File: src/mcr_pkg.sv
// shared types, constants and pixel helpers for the midpoint circle rasterizer
// used by mcr_step, mcr_emit and midpoint_circle_rasterizer_core; no dependencies
package mcr_pkg;

    // screen bounds for the on-screen flag
    localparam int SCREEN_SIZE = 256;

    // field widths
    localparam int COORD_W  = 8;
    localparam int STEP_W   = 9;
    localparam int DEC_W    = 11;
    localparam int PIX_W    = 10;
    localparam int IN_DATA_W  = 24;
    localparam int OUT_DATA_W = 24;
    localparam int OUT_USER_W = 3;

    // decision increments for the east and south-east moves
    localparam logic [DEC_W:0] DEC_INC_E  = 12'sd3;
    localparam logic [DEC_W:0] DEC_INC_SE = 12'sd5;
    localparam logic [DEC_W:0] DEC_ONE    = 12'sd1;

    // input function codes
    localparam logic FUNC_START = 1'b0;
    localparam logic FUNC_STEP  = 1'b1;

    // last slot index for each job kind
    localparam logic [2:0] LAST_START = 3'd3;
    localparam logic [2:0] LAST_STEP  = 3'd7;
    localparam logic [2:0] LAST_DONE  = 3'd0;

    typedef enum logic [1:0] {
        KIND_START,
        KIND_STEP,
        KIND_DONE
    } t_kind;

    // one queued job: everything needed to emit its results
    typedef struct packed {
        t_kind              kind;
        logic [COORD_W-1:0] cx;
        logic [COORD_W-1:0] cy;
        logic [STEP_W-1:0]  x;
        logic [STEP_W-1:0]  y;
        logic               fin;
    } t_job;

    // one result item
    typedef struct packed {
        logic [PIX_W-1:0] px;
        logic [PIX_W-1:0] py;
        logic             has_pixel;
        logic             on_screen;
        logic             last;
        logic             finished;
    } t_pix;

    // axis pixels of a start job reuse the octant slots (x is zero there)
    function automatic logic [2:0] start_slot(input logic [2:0] idx);
        logic [2:0] s;
        case (idx)
            3'd0:    s = 3'd4;
            3'd1:    s = 3'd0;
            3'd2:    s = 3'd6;
            default: s = 3'd1;
        endcase
        return s;
    endfunction

    // center plus or minus an offset, exact in 11 bits
    function automatic logic signed [PIX_W:0] add_off(
        input logic [COORD_W-1:0] c,
        input logic [STEP_W-1:0]  off,
        input logic               neg
    );
        logic signed [PIX_W:0] cs;
        logic signed [PIX_W:0] os;
        cs = $signed({3'b000, c});
        os = $signed({2'b00, off});
        return neg ? (cs - os) : (cs + os);
    endfunction

    // inside the screen when 0 <= v < SCREEN_SIZE
    function automatic logic in_bounds(input logic signed [PIX_W:0] v);
        return !v[PIX_W] && ({22'd0, v[PIX_W-1:0]} < 32'(SCREEN_SIZE));
    endfunction

endpackage

File: src/midpoint_circle_rasterizer_core.sv
// midpoint circle rasterizer top level: stream ports, state update and pixel emitter
// depends on mcr_pkg, mcr_step and mcr_emit
//
// usage
//   input stream: tuser carries func (start or advance), tdata the center and radius.
//   a start transfer latches center and radius and yields the four axis pixels;
//   each advance transfer runs one octant step and yields eight mirrored pixels;
//   an advance after the circle is complete yields one result without a pixel,
//   with finished and tlast set. off-screen pixels are flagged, not dropped.
//   output stream: one result per transfer, tlast on the final result of an input.
// timing
//   each input is held in the job register and each of its results passes through the
//   output register; results then follow one per cycle while tready is high, since
//   the output port moves one result per cycle.
//   the next input is taken in the cycle its predecessor's last result is loaded.
// reset
//   synchronous active-low reset clears the circle state to zero (so an advance
//   straight after reset reports finished) and empties the job and output registers.
// stall
//   when the receiver holds tready low the output register holds its result, the
//   emitter waits, and the input side stops accepting once the job register is full.
module midpoint_circle_rasterizer_core (
    input  logic                              i_clk,
    input  logic                              i_rst_n,
    // input stream
    input  logic                              i_s_tvalid,
    output logic                              o_s_tready,
    // center_x [7:0], center_y [15:8], radius [23:16]
    input  logic [mcr_pkg::IN_DATA_W-1:0]     i_s_tdata,
    input  logic                              i_s_tuser,   // func [0]
    // output stream
    output logic                              o_m_tvalid,
    input  logic                              i_m_tready,
    // pixel_x [9:0], pixel_y [19:10], zero [23:20]
    output logic [mcr_pkg::OUT_DATA_W-1:0]    o_m_tdata,
    // has_pixel [0], on_screen [1], finished [2]
    output logic [mcr_pkg::OUT_USER_W-1:0]    o_m_tuser,
    output logic                              o_m_tlast    // last
);

    logic          job_ready;
    logic          accept;
    mcr_pkg::t_job job;
    mcr_pkg::t_pix pix;

    assign o_s_tready = job_ready;
    assign accept     = i_s_tvalid && job_ready;

    // circle state and step arithmetic
    mcr_step u_step (
        .i_clk      (i_clk),
        .i_rst_n    (i_rst_n),
        .i_accept   (accept),
        .i_func     (i_s_tuser),
        .i_center_x (i_s_tdata[7:0]),
        .i_center_y (i_s_tdata[15:8]),
        .i_radius   (i_s_tdata[23:16]),
        .o_job      (job)
    );

    // pixel sequencing and output register
    mcr_emit u_emit (
        .i_clk       (i_clk),
        .i_rst_n     (i_rst_n),
        .i_job_valid (i_s_tvalid),
        .i_job       (job),
        .o_job_ready (job_ready),
        .o_valid     (o_m_tvalid),
        .i_ready     (i_m_tready),
        .o_pix       (pix)
    );

    // output packing
    assign o_m_tdata = {4'b0000, pix.py, pix.px};
    assign o_m_tuser = {pix.finished, pix.on_screen, pix.has_pixel};
    assign o_m_tlast = pix.last;

endmodule

File: src/mcr_step.sv
// circle state registers and the per-item midpoint update
// depends on mcr_pkg; produces one job per accepted transfer
module mcr_step (
    input  logic                        i_clk,
    input  logic                        i_rst_n,
    input  logic                        i_accept,
    input  logic                        i_func,
    input  logic [mcr_pkg::COORD_W-1:0] i_center_x,
    input  logic [mcr_pkg::COORD_W-1:0] i_center_y,
    input  logic [mcr_pkg::COORD_W-1:0] i_radius,
    output mcr_pkg::t_job               o_job
);

    logic [mcr_pkg::COORD_W-1:0] r_cx, n_cx;
    logic [mcr_pkg::COORD_W-1:0] r_cy, n_cy;
    logic [mcr_pkg::STEP_W-1:0]  r_x, n_x;
    logic [mcr_pkg::STEP_W-1:0]  r_y, n_y;
    logic [mcr_pkg::DEC_W-1:0]   r_d, n_d;

    logic [mcr_pkg::DEC_W:0] d_ext;
    logic [mcr_pkg::DEC_W:0] x_ext;
    logic [mcr_pkg::DEC_W:0] y_ext;
    logic [mcr_pkg::DEC_W:0] d_sum;
    logic                    active;

    // one midpoint step, a fresh circle on start, or a done job once the circle is complete
    always_comb begin
        d_ext  = {r_d[mcr_pkg::DEC_W-1], r_d};
        x_ext  = {3'b000, r_x};
        y_ext  = {3'b000, r_y};
        active = r_x < r_y;
        n_cx   = r_cx;
        n_cy   = r_cy;
        n_x    = r_x;
        n_y    = r_y;
        d_sum  = d_ext;
        o_job  = '{kind: mcr_pkg::KIND_DONE, cx: r_cx, cy: r_cy,
                   x: r_x, y: r_y, fin: 1'b1};
        if (i_func == mcr_pkg::FUNC_START) begin
            n_cx  = i_center_x;
            n_cy  = i_center_y;
            n_x   = '0;
            n_y   = {1'b0, i_radius};
            d_sum = mcr_pkg::DEC_ONE - {4'b0000, i_radius};
            o_job = '{kind: mcr_pkg::KIND_START, cx: i_center_x, cy: i_center_y,
                       x: '0, y: {1'b0, i_radius}, fin: (i_radius == '0)};
        end else if (active) begin
            if (r_d[mcr_pkg::DEC_W-1]) begin
                d_sum = d_ext + (x_ext << 1) + mcr_pkg::DEC_INC_E;
                n_y   = r_y;
            end else begin
                d_sum = d_ext + ((x_ext - y_ext) << 1) + mcr_pkg::DEC_INC_SE;
                n_y   = r_y - 1'b1;
            end
            n_x   = r_x + 1'b1;
            o_job = '{kind: mcr_pkg::KIND_STEP, cx: r_cx, cy: r_cy,
                       x: n_x, y: n_y, fin: !(n_x < n_y)};
        end
        n_d = d_sum[mcr_pkg::DEC_W-1:0];
    end

    // state update on each input transfer
    always_ff @(posedge i_clk) begin
        if (!i_rst_n) begin
            r_cx <= '0;
            r_cy <= '0;
            r_x  <= '0;
            r_y  <= '0;
            r_d  <= '0;
        end else if (i_accept) begin
            r_cx <= n_cx;
            r_cy <= n_cy;
            r_x  <= n_x;
            r_y  <= n_y;
            r_d  <= n_d;
        end
    end

endmodule

File: src/mcr_emit.sv
// job register, slot counter and output register that send one result per cycle while tready is high
// depends on mcr_pkg
module mcr_emit (
    input  logic          i_clk,
    input  logic          i_rst_n,
    input  logic          i_job_valid,
    input  mcr_pkg::t_job i_job,
    output logic          o_job_ready,
    output logic          o_valid,
    input  logic          i_ready,
    output mcr_pkg::t_pix o_pix
);

    logic          r_busy;
    mcr_pkg::t_job r_job;
    logic [2:0]    r_idx;
    logic          r_out_valid;
    mcr_pkg::t_pix r_out, n_out;

    logic       out_free;
    logic       emit;
    logic       emit_last;
    logic [2:0] last_idx;
    logic [2:0] slot;
    logic [mcr_pkg::STEP_W-1:0] off_x;
    logic [mcr_pkg::STEP_W-1:0] off_y;
    logic signed [mcr_pkg::PIX_W:0] vx;
    logic signed [mcr_pkg::PIX_W:0] vy;

    // handshake between job register and output register
    always_comb begin
        case (r_job.kind)
            mcr_pkg::KIND_START: last_idx = mcr_pkg::LAST_START;
            mcr_pkg::KIND_STEP:  last_idx = mcr_pkg::LAST_STEP;
            default:             last_idx = mcr_pkg::LAST_DONE;
        endcase
        out_free    = !r_out_valid || i_ready;
        emit        = r_busy && out_free;
        emit_last   = emit && (r_idx == last_idx);
        o_job_ready = !r_busy || emit_last;
    end

    // octant mirroring for the current slot
    always_comb begin
        slot  = (r_job.kind == mcr_pkg::KIND_START) ? mcr_pkg::start_slot(r_idx) : r_idx;
        off_x = slot[2] ? r_job.y : r_job.x;
        off_y = slot[2] ? r_job.x : r_job.y;
        vx    = mcr_pkg::add_off(r_job.cx, off_x, slot[1]);
        vy    = mcr_pkg::add_off(r_job.cy, off_y, slot[0]);
        if (r_job.kind == mcr_pkg::KIND_DONE) begin
            n_out = '{px: '0, py: '0, has_pixel: 1'b0, on_screen: 1'b0,
                      last: 1'b1, finished: 1'b1};
        end else begin
            n_out = '{px: vx[mcr_pkg::PIX_W-1:0], py: vy[mcr_pkg::PIX_W-1:0],
                      has_pixel: 1'b1,
                      on_screen: mcr_pkg::in_bounds(vx) && mcr_pkg::in_bounds(vy),
                      last: (r_idx == last_idx), finished: r_job.fin};
        end
    end

    // job register and slot counter
    always_ff @(posedge i_clk) begin
        if (!i_rst_n) begin
            r_busy <= 1'b0;
            r_idx  <= '0;
        end else if (o_job_ready && i_job_valid) begin
            r_busy <= 1'b1;
            r_idx  <= '0;
        end else if (emit_last) begin
            r_busy <= 1'b0;
        end else if (emit) begin
            r_idx <= r_idx + 1'b1;
        end
    end

    always_ff @(posedge i_clk) begin
        if (o_job_ready && i_job_valid) begin
            r_job <= i_job;
        end
    end

    // output register
    always_ff @(posedge i_clk) begin
        if (!i_rst_n) begin
            r_out_valid <= 1'b0;
        end else if (emit) begin
            r_out_valid <= 1'b1;
        end else if (i_ready) begin
            r_out_valid <= 1'b0;
        end
    end

    always_ff @(posedge i_clk) begin
        if (emit) begin
            r_out <= n_out;
        end
    end

    assign o_valid = r_out_valid;
    assign o_pix   = r_out;

endmodule
File: config.mk
export PLATFORM = sky130hd
export DESIGN_NAME = midpoint_circle_rasterizer_core
export DESIGN_NICKNAME = d
export VERILOG_FILES = /design/src/mcr_pkg.sv /design/src/midpoint_circle_rasterizer_core.sv /design/src/mcr_step.sv /design/src/mcr_emit.sv
export SDC_FILE = /design/constraint.sdc
export NUM_CORES = 1
export LEC_CHECK = 0
export CAP_MARGIN = 15
export CORE_ASPECT_RATIO = 1.1
export CORE_MARGIN = 4
export CORE_UTILIZATION = 60
export CTS_CLUSTER_DIAMETER = 100
export DETAILED_ROUTE_END_ITERATION = 8
export DONT_BUFFER_PORTS = 1
export PLACE_DENSITY = 0.85
export SETUP_SLACK_MARGIN = 0.05
export SLEW_MARGIN = 20
export SYNTH_ARGS = -nofsm -noshare
export SYNTH_HDL_FRONTEND = slang
export SYNTH_SLANG_ARGS = --single-unit
File: constraint.sdc
create_clock -name i_clk -period 4.15 [get_ports i_clk]
set_input_delay 0.2075 -clock i_clk [delete_from_list [all_inputs] [get_ports i_clk]]
set_output_delay 0.2075 -clock i_clk [all_outputs]
set_load 0.02 [all_outputs]
# --- Yosys cells after proc, flatten, opt, wreduce, memory -nomap -nowiden ---
# Cells that the tools add are included.
totals:
  latch_bits: 0
  n_memories: 0
  reg_bits: 111
  ramBits: 0
  romBits: 0
  inputBits: 29
classes:
  magnitude_cmp: 4
  eq_ne: 6
  bitwise: 3
  n_addsub: 13
  n_mux: 24
  n_shift: 0
  reduce_logical: 22
  div_mod_pow: 0
  n_mul: 0
ops:
  columns: ["cell", "count"]
  rows:
  - ["2-to-1 mux 9 bit", 9]
  - ["2-to-1 mux 11 bit", 5]
  - ["2-to-1 mux 37 bit", 1]
  - ["2-to-1 mux 35 bit", 1]
  - ["adder 11 bit", 2]
  - ["adder 8 x 9 -> 10 bit", 2]
  - ["< comparator 10 x 9 -> 1 bit, second input constant", 2]
  - ["subtractor 8 x 9 -> 10 bit", 2]
  - ["< comparator 9 bit", 2]
  - ["adder 11 x 2 -> 11 bit, second input constant", 1]
  - ["adder 11 x 3 -> 11 bit, second input constant", 1]
  - ["subtractor 9 x 9 -> 10 bit", 1]
  - ["adder 9 x 1 -> 9 bit, second input constant", 1]
  - ["one-hot mux 3 bit (3 select lines)", 1]
  - ["subtractor 1 x 8 -> 9 bit, first input constant", 1]
  - ["subtractor 9 x 1 -> 9 bit, second input constant", 1]
  - ["zero test 8 bit", 1]
  - ["logical AND 1 bit", 6]
  - ["one-hot mux 3 bit (2 select lines)", 1]
  - ["AND reduction 2 bit", 3]
  - ["zero test 1 bit", 5]
  - ["2-to-1 mux 1 bit", 4]
  - ["2-to-1 mux 4 bit", 1]
  - ["nonzero test 2 bit", 2]
  - ["other kinds (13)", 16]

# --- Longest topological paths before layout ---
depth:
  depth_word: 10
  mapped_depth: 18

# --- Cells and area by module ---
# From an unflattened synthesis, not the netlist that was laid out.
unflattened:
  cells_unflattened: 939
  area_unflattened_um2: 8594.5
by_module_without_submodules:
  columns: ["module", "seq_area_each_um2", "cells_per_inst", "area_per_inst_um2", "n_inst"]
  rows:
  - ["mcr_step", 900.9, 580, 4556.9, 1]
  - ["mcr_emit", 1931.9, 353, 3997.6, 1]
  - ["midpoint_circle_rasterizer_core", 0.0, 6, 40.0, 1]

# --- Worst setup path after synthesis ---
# No wires, ideal clock.
synth_path:
  path_kind: "reg-to-reg"
  start: "reg u_emit.r_idx[0]"
  end: "reg u_emit.r_out, in the netlist u_emit.o_pix[2], data pin"
  setup_ns: 0.176
  slack_ns: 0.385
  arrival_time_ns: 3.589
  path_stages_with_launch: 16
  path_buffers: 1
  cell_sequence: "dfxtp_1 -> inv_1 -> ha_1 -> nor2_1 -> nor3_2 -> a21oi_2 -> buf_2 -> mux2_2 -> ha_1 -> a21o_1 -> a21o_1 -> a2111o_1 -> a31oi_1 -> o22ai_1 -> a211o_1 -> nor4_1"
synth_via:
  elab_chain_len: 9
  elab_cells_between_ends: 20
  cone_classes: "add/sub: 4; order compare: 2; eq/ne: 2; mux: 6; reduce/logical: 6"
synth_lines:
  columns: ["item", "line", "source"]
  rows:
  - ["start, declared", "mcr_emit.sv:16", "logic [2:0] r_idx;"]
  - ["start signal, assigned", "mcr_emit.sv:72", "r_idx <= r_idx + 1'b1;"]
  - ["== test 3 x 2 -> 1 bit (tied with other cells)", "mcr_pkg.sv:60", "case (idx)"]
  - ["one-hot mux 3 bit (3 select lines)", "mcr_pkg.sv:60", null]
  - ["2-to-1 mux 3 bit (*)", "mcr_emit.sv:45", "slot = (r_job.kind == mcr_pkg::KIND_START) ? mcr_pkg::start_slot(r_idx) : r_idx;"]
  - ["2-to-1 mux 9 bit (on tied branches)", "mcr_emit.sv:46, mcr_emit.sv:47", null]
  - ["adder 8 x 9 -> 10 bit or subtractor 8 x 9 -> 10 bit (tied branches)", "mcr_pkg.sv:79", "return neg ? (cs - os) : (cs + os);"]
  - ["2-to-1 mux 11 bit", "mcr_pkg.sv:79", null]
  - ["< comparator 10 x 9 -> 1 bit or zero test 1 bit (tied branches)", "mcr_pkg.sv:84", "return !v[PIX_W] && ({22'd0, v[PIX_W-1:0]} < 32'(SCREEN_SIZE));"]
  - ["logical AND 1 bit", "mcr_pkg.sv:84", null]
  - ["logical AND 1 bit (*)", "mcr_emit.sv:56", "on_screen: mcr_pkg::in_bounds(vx) && mcr_pkg::in_bounds(vy),"]
  - ["end signal, assigned", "mcr_emit.sv:95", "r_out <= n_out;"]
  - ["end, declared", "mcr_emit.sv:18", "mcr_pkg::t_pix r_out, n_out;"]
# Every way passes the cells marked *; elsewhere a longest branch is shown, timed or not.
# A chain may end at the register's enable or synchronous reset.

# --- Worst setup path after layout ---
# Same ends and word-level chain as after synthesis.

==> summary.txt <==
Logic synthesis
  – Seq/Total Area, Yosys: about a third
  – Yosys reg bits: about 110
  – Post-synth EDFFs: 61
  – Synthesized instance count: 874
  – FFs w/ async S/R, synth: 0%
  – Syn. warnings: 0
  – Synth cell count leaders: 92 x ha_1, 81 x nor2_1, 71 x a21oi_1
  – Cell Area, Synth: 8160 um2
  – Top FF cell, synth: edfxtp_1
  – Main area contributors after synthesis: edfxtp_1 22%, ha_1 14%, dfxtp_1 12%
  – Most frequent cell after synthesis: ha_1
  – Yosys top cell area share: roughly 22%
  – Leading area contributor after synthesis: edfxtp_1
  – Syn Area/Cell: just over 9 um2
  – Post-synthesis cell type count: 74

Floorplan
  – Full die area: between 15,000 and 20,000 um2
  – Chip height: 130 um
  – Die width: 119 um
  – Initial Utilization: between 60 and 70%
  – Area of the core: approximately 13,000 um2
  – Rows: 44
  – I/O pin count: ~60

Clock network
  – Clock-pin slew on the worst setup and hold paths: around 0.08 ns
  – Clock insertion delay at the later pin of the skew report: 0.36 ns
  – # clock sinks: between 100 and 150
  – Num CTS Buffers: 9
  – Clock Tree Buf Depth: 2
  – CTS tree: built
  – H-tree depth: 3
  – Root buffer cell: clkbuf_16

Final layout
  – Area Overhead vs Synth: 8.00%
  – Ratio of cells with drive above 1 in the final layout: about a tenth
  – Filler cells: roughly 1,100
  – Multi-input logic area: 4930 um2
  – Diode count: 0
  – Nets: around 1,000
  – Design Area, Final: 8810 um2
  – Register area: around 2800 um2

STA
  – Fmax: 260 MHz
  – Post-route minimum period: a little under 4 ns
  – Clk_skew: about 0.0096 ns
  – Hold WS: between 0.02 and 0.025 ns
  – Slew Viols, Final: 0
  – Setup TNS: 0 ns
  – Relative slew slack: between 40% and 50%
  – Least-Margin Pin Slew: roughly 0.88 ns
  – Final setup viols: 0
  – RSZ-0062 raised after global routing: false
  – Period utilisation layout: roughly 93%
  – Final Hold Viols: 0

Setup path
  – R2R Path End: u_emit.o_pix[2]
  – Crit path max-delay family: compound AO/OA/AOI/OAI gates
  – CP Buf/Inv Count: 2
  – RR Startpoint: u_emit.r_idx[0]
  – WS Path Type: reg -> reg
  – Worst setup SP type: flop
  – Worst path arrival time: about 4.0 ns
  – CP max FO: 16
  – Worst path cell trace: inv_1 -> ha_1 -> nor2_1 -> nor3_2 -> a21oi_2 -> buf_4 -> mux2_2 -> ha_1 -> a21o_1 -> a2111o_1 -> a31oi_1 -> o22ai_1 -> a211o_1 -> nor4_1
  – Worst Path Required: 4.33 ns
  – Worst Setup End Kind: flop
  – R2R setup slack: 0.30 ns
  – Most used cell, CP: ha_1
  – Crit-path slowest cell: dfxtp_1
  – Slowest Stage Delay on Critical Path: approximately 0.45 ns
  – Worst reg2reg path depth: 14

Worst hold path
  – Hold Path Class: in -> reg
  – Hold path endpoint: u_step.r_d[10]
  – Beginning of the worst hold path: i_rst_n
  – Hold-critical path depth: 2

Power
  – Maximum vdd drop: 0.000279 V
  – Power Density: 430 nW/um2
  – Pleak: 3.73 nW

Route
  – Via count: 6,466
  – DR vias/cell: 6.03
  – Residual DRC: 0
  – Post-DRT Antenna Nets: 0
  – First DRT Iteration DRCs: ~460
  – Drt total wl: about 19 mm
  – WL/cell: 17.8 um
  – DRT Pass-1 Iters: 5

Global routing
  – GRT Util Overall: between 20% and 30%
  – Initial antenna violation count: 0
  – Vias in the first global route: 6,402
  – Global route total overflow: 0
  – Largest net degree at the start of global routing: 50
  – First-pass GRT wire length: 31.3 mm

Placed design
  – I/O Buffers: 0
  – Area post-placement: around 8300 um2
  – Detailed Place HPWL: around 14 mm
  – GPL Wtd Cong: between 0.9 and 1

Status
  – Status: complete, no violations

Run
  – Max Cap Viol: 0
repair_timing:
| item | 4_1_cts | 5_1_grt |
|---|---|---|
| hold buffers | 17 | 0 |
| endpoints found under the hold margin | 27 | 0 |
| endpoints found under the setup margin | 0 | 1 |
| gates resized for setup | 0 | 1 |
| buffers inserted | 0 | 0 |
layout by cell type (no fill, tap or decap), drive strengths merged, types with 7 or more instances in the layout:
master / count
a211oi: 15
a31oi: 14
o21bai: 9
fa: 7
nor2b: 9
nand2: 67
edfxtp: 61
mux2: 34
nand2b: 8
inv: 74
mux2i: 13
dlygate4sd3: 17
a21oi: 73
nor2: 83
dfxtp: 50
xnor2: 40
nand3: 10
o21ai: 45
ha: 92
clkbuf: 10
nor3: 16
a21o: 14
buf: 9
xor2: 24
cell families (layout without fill, tap and decap cells):
family / Yosys count / count (layout) / share of synthesized area, %
simple gates: 226 / 226 / 13.0
buf+inv: 101 / 113 / 5.09
compound gates: 225 / 225 / 18.2
xor+xnor: 64 / 64 / 6.87
mux: 47 / 47 / 6.29
fa+ha+maj: 99 / 99 / 15.8
flops: 111 / 111 / 34.7
other cells: 1 / 4 / 0.0460
how the worst max path moves through the flow:
stage | startpoint | end | slack, ns | cells after the start
after floorplan | u_emit.r_idx[0] | u_emit.o_pix[2] | 0.38 | 15
after global placement | u_emit.r_idx[0] | u_emit.o_pix[2] | 0.47 | 14
after detailed placement | u_emit.r_idx[0] | u_emit.o_pix[2] | 0.33 | 14
after CTS | u_emit.r_idx[0] | u_emit.o_pix[2] | 0.31 | 14
after global routing | u_emit.r_idx[0] | u_emit.o_pix[2] | 0.09 | 14
final | u_emit.r_idx[0] | u_emit.o_pix[2] | 0.30 | 14
worst reg2reg max path, delay by kind of cell (launching register included):
family	cells	cell delay [ns]
AOI/OAI and AO/OA	6	1.47
adders and majority gates	2	0.61
buffers and inverters	2	0.39
DFF	1	0.45
muxes	1	0.38
and+or+nand+nor	3	0.34
per-layer routing:
metal  part of all wire, %  track usage [%]  wire, um
met1                    42             30.9      8080
met2                    49             44.2      9280
met3                   5.7             4.29      1090
met4                   3.5             10.8       677
met5                     0                0         0
where the power goes:
| group | total, mW | leakage [nW] | internal (mW) | switching (mW) |
|---|---|---|---|---|
| sequential | 1.43 | 1.00 | 1.31 | 0.117 |
| combinational | 1.45 | 2.58 | 0.627 | 0.818 |
| clock | 0.914 | 0.152 | 0.495 | 0.419 |
metrics by stage:
stage	setup slack (ns)	util (%)	std cells	power [mW]
after global placement	0.468	62.7	1040	2.82
after global routing	0.0896	66.4	1073	4.04
after detailed placement	0.332	62.7	1040	2.86
final	0.304	66.4	1073	3.79
after CTS	0.310	66.4	1073	3.80
after floorplan	0.385	-	877	2.56
sequential cells by signal (all words and copies together) (netlist names):
name and flops:
u_emit.r_job 37, u_emit.o_pix 24, u_step.r_d 11, u_step.r_x 9
u_step.r_y 9, u_step.r_cx 8, u_step.r_cy 8, u_emit.r_idx 3
u_emit.o_valid 1, u_emit.r_busy 1
layout make-up:
cell class	instances	area share, %
timing repair buffer	26	2.70
clock inverter	6	0.852
inverter	71	3.05
clock buffer	10	2.71
tap	184	2.61
multi-input combinational	665	55.9
sequential	111	32.1
(Power assumes the default switching activity.)
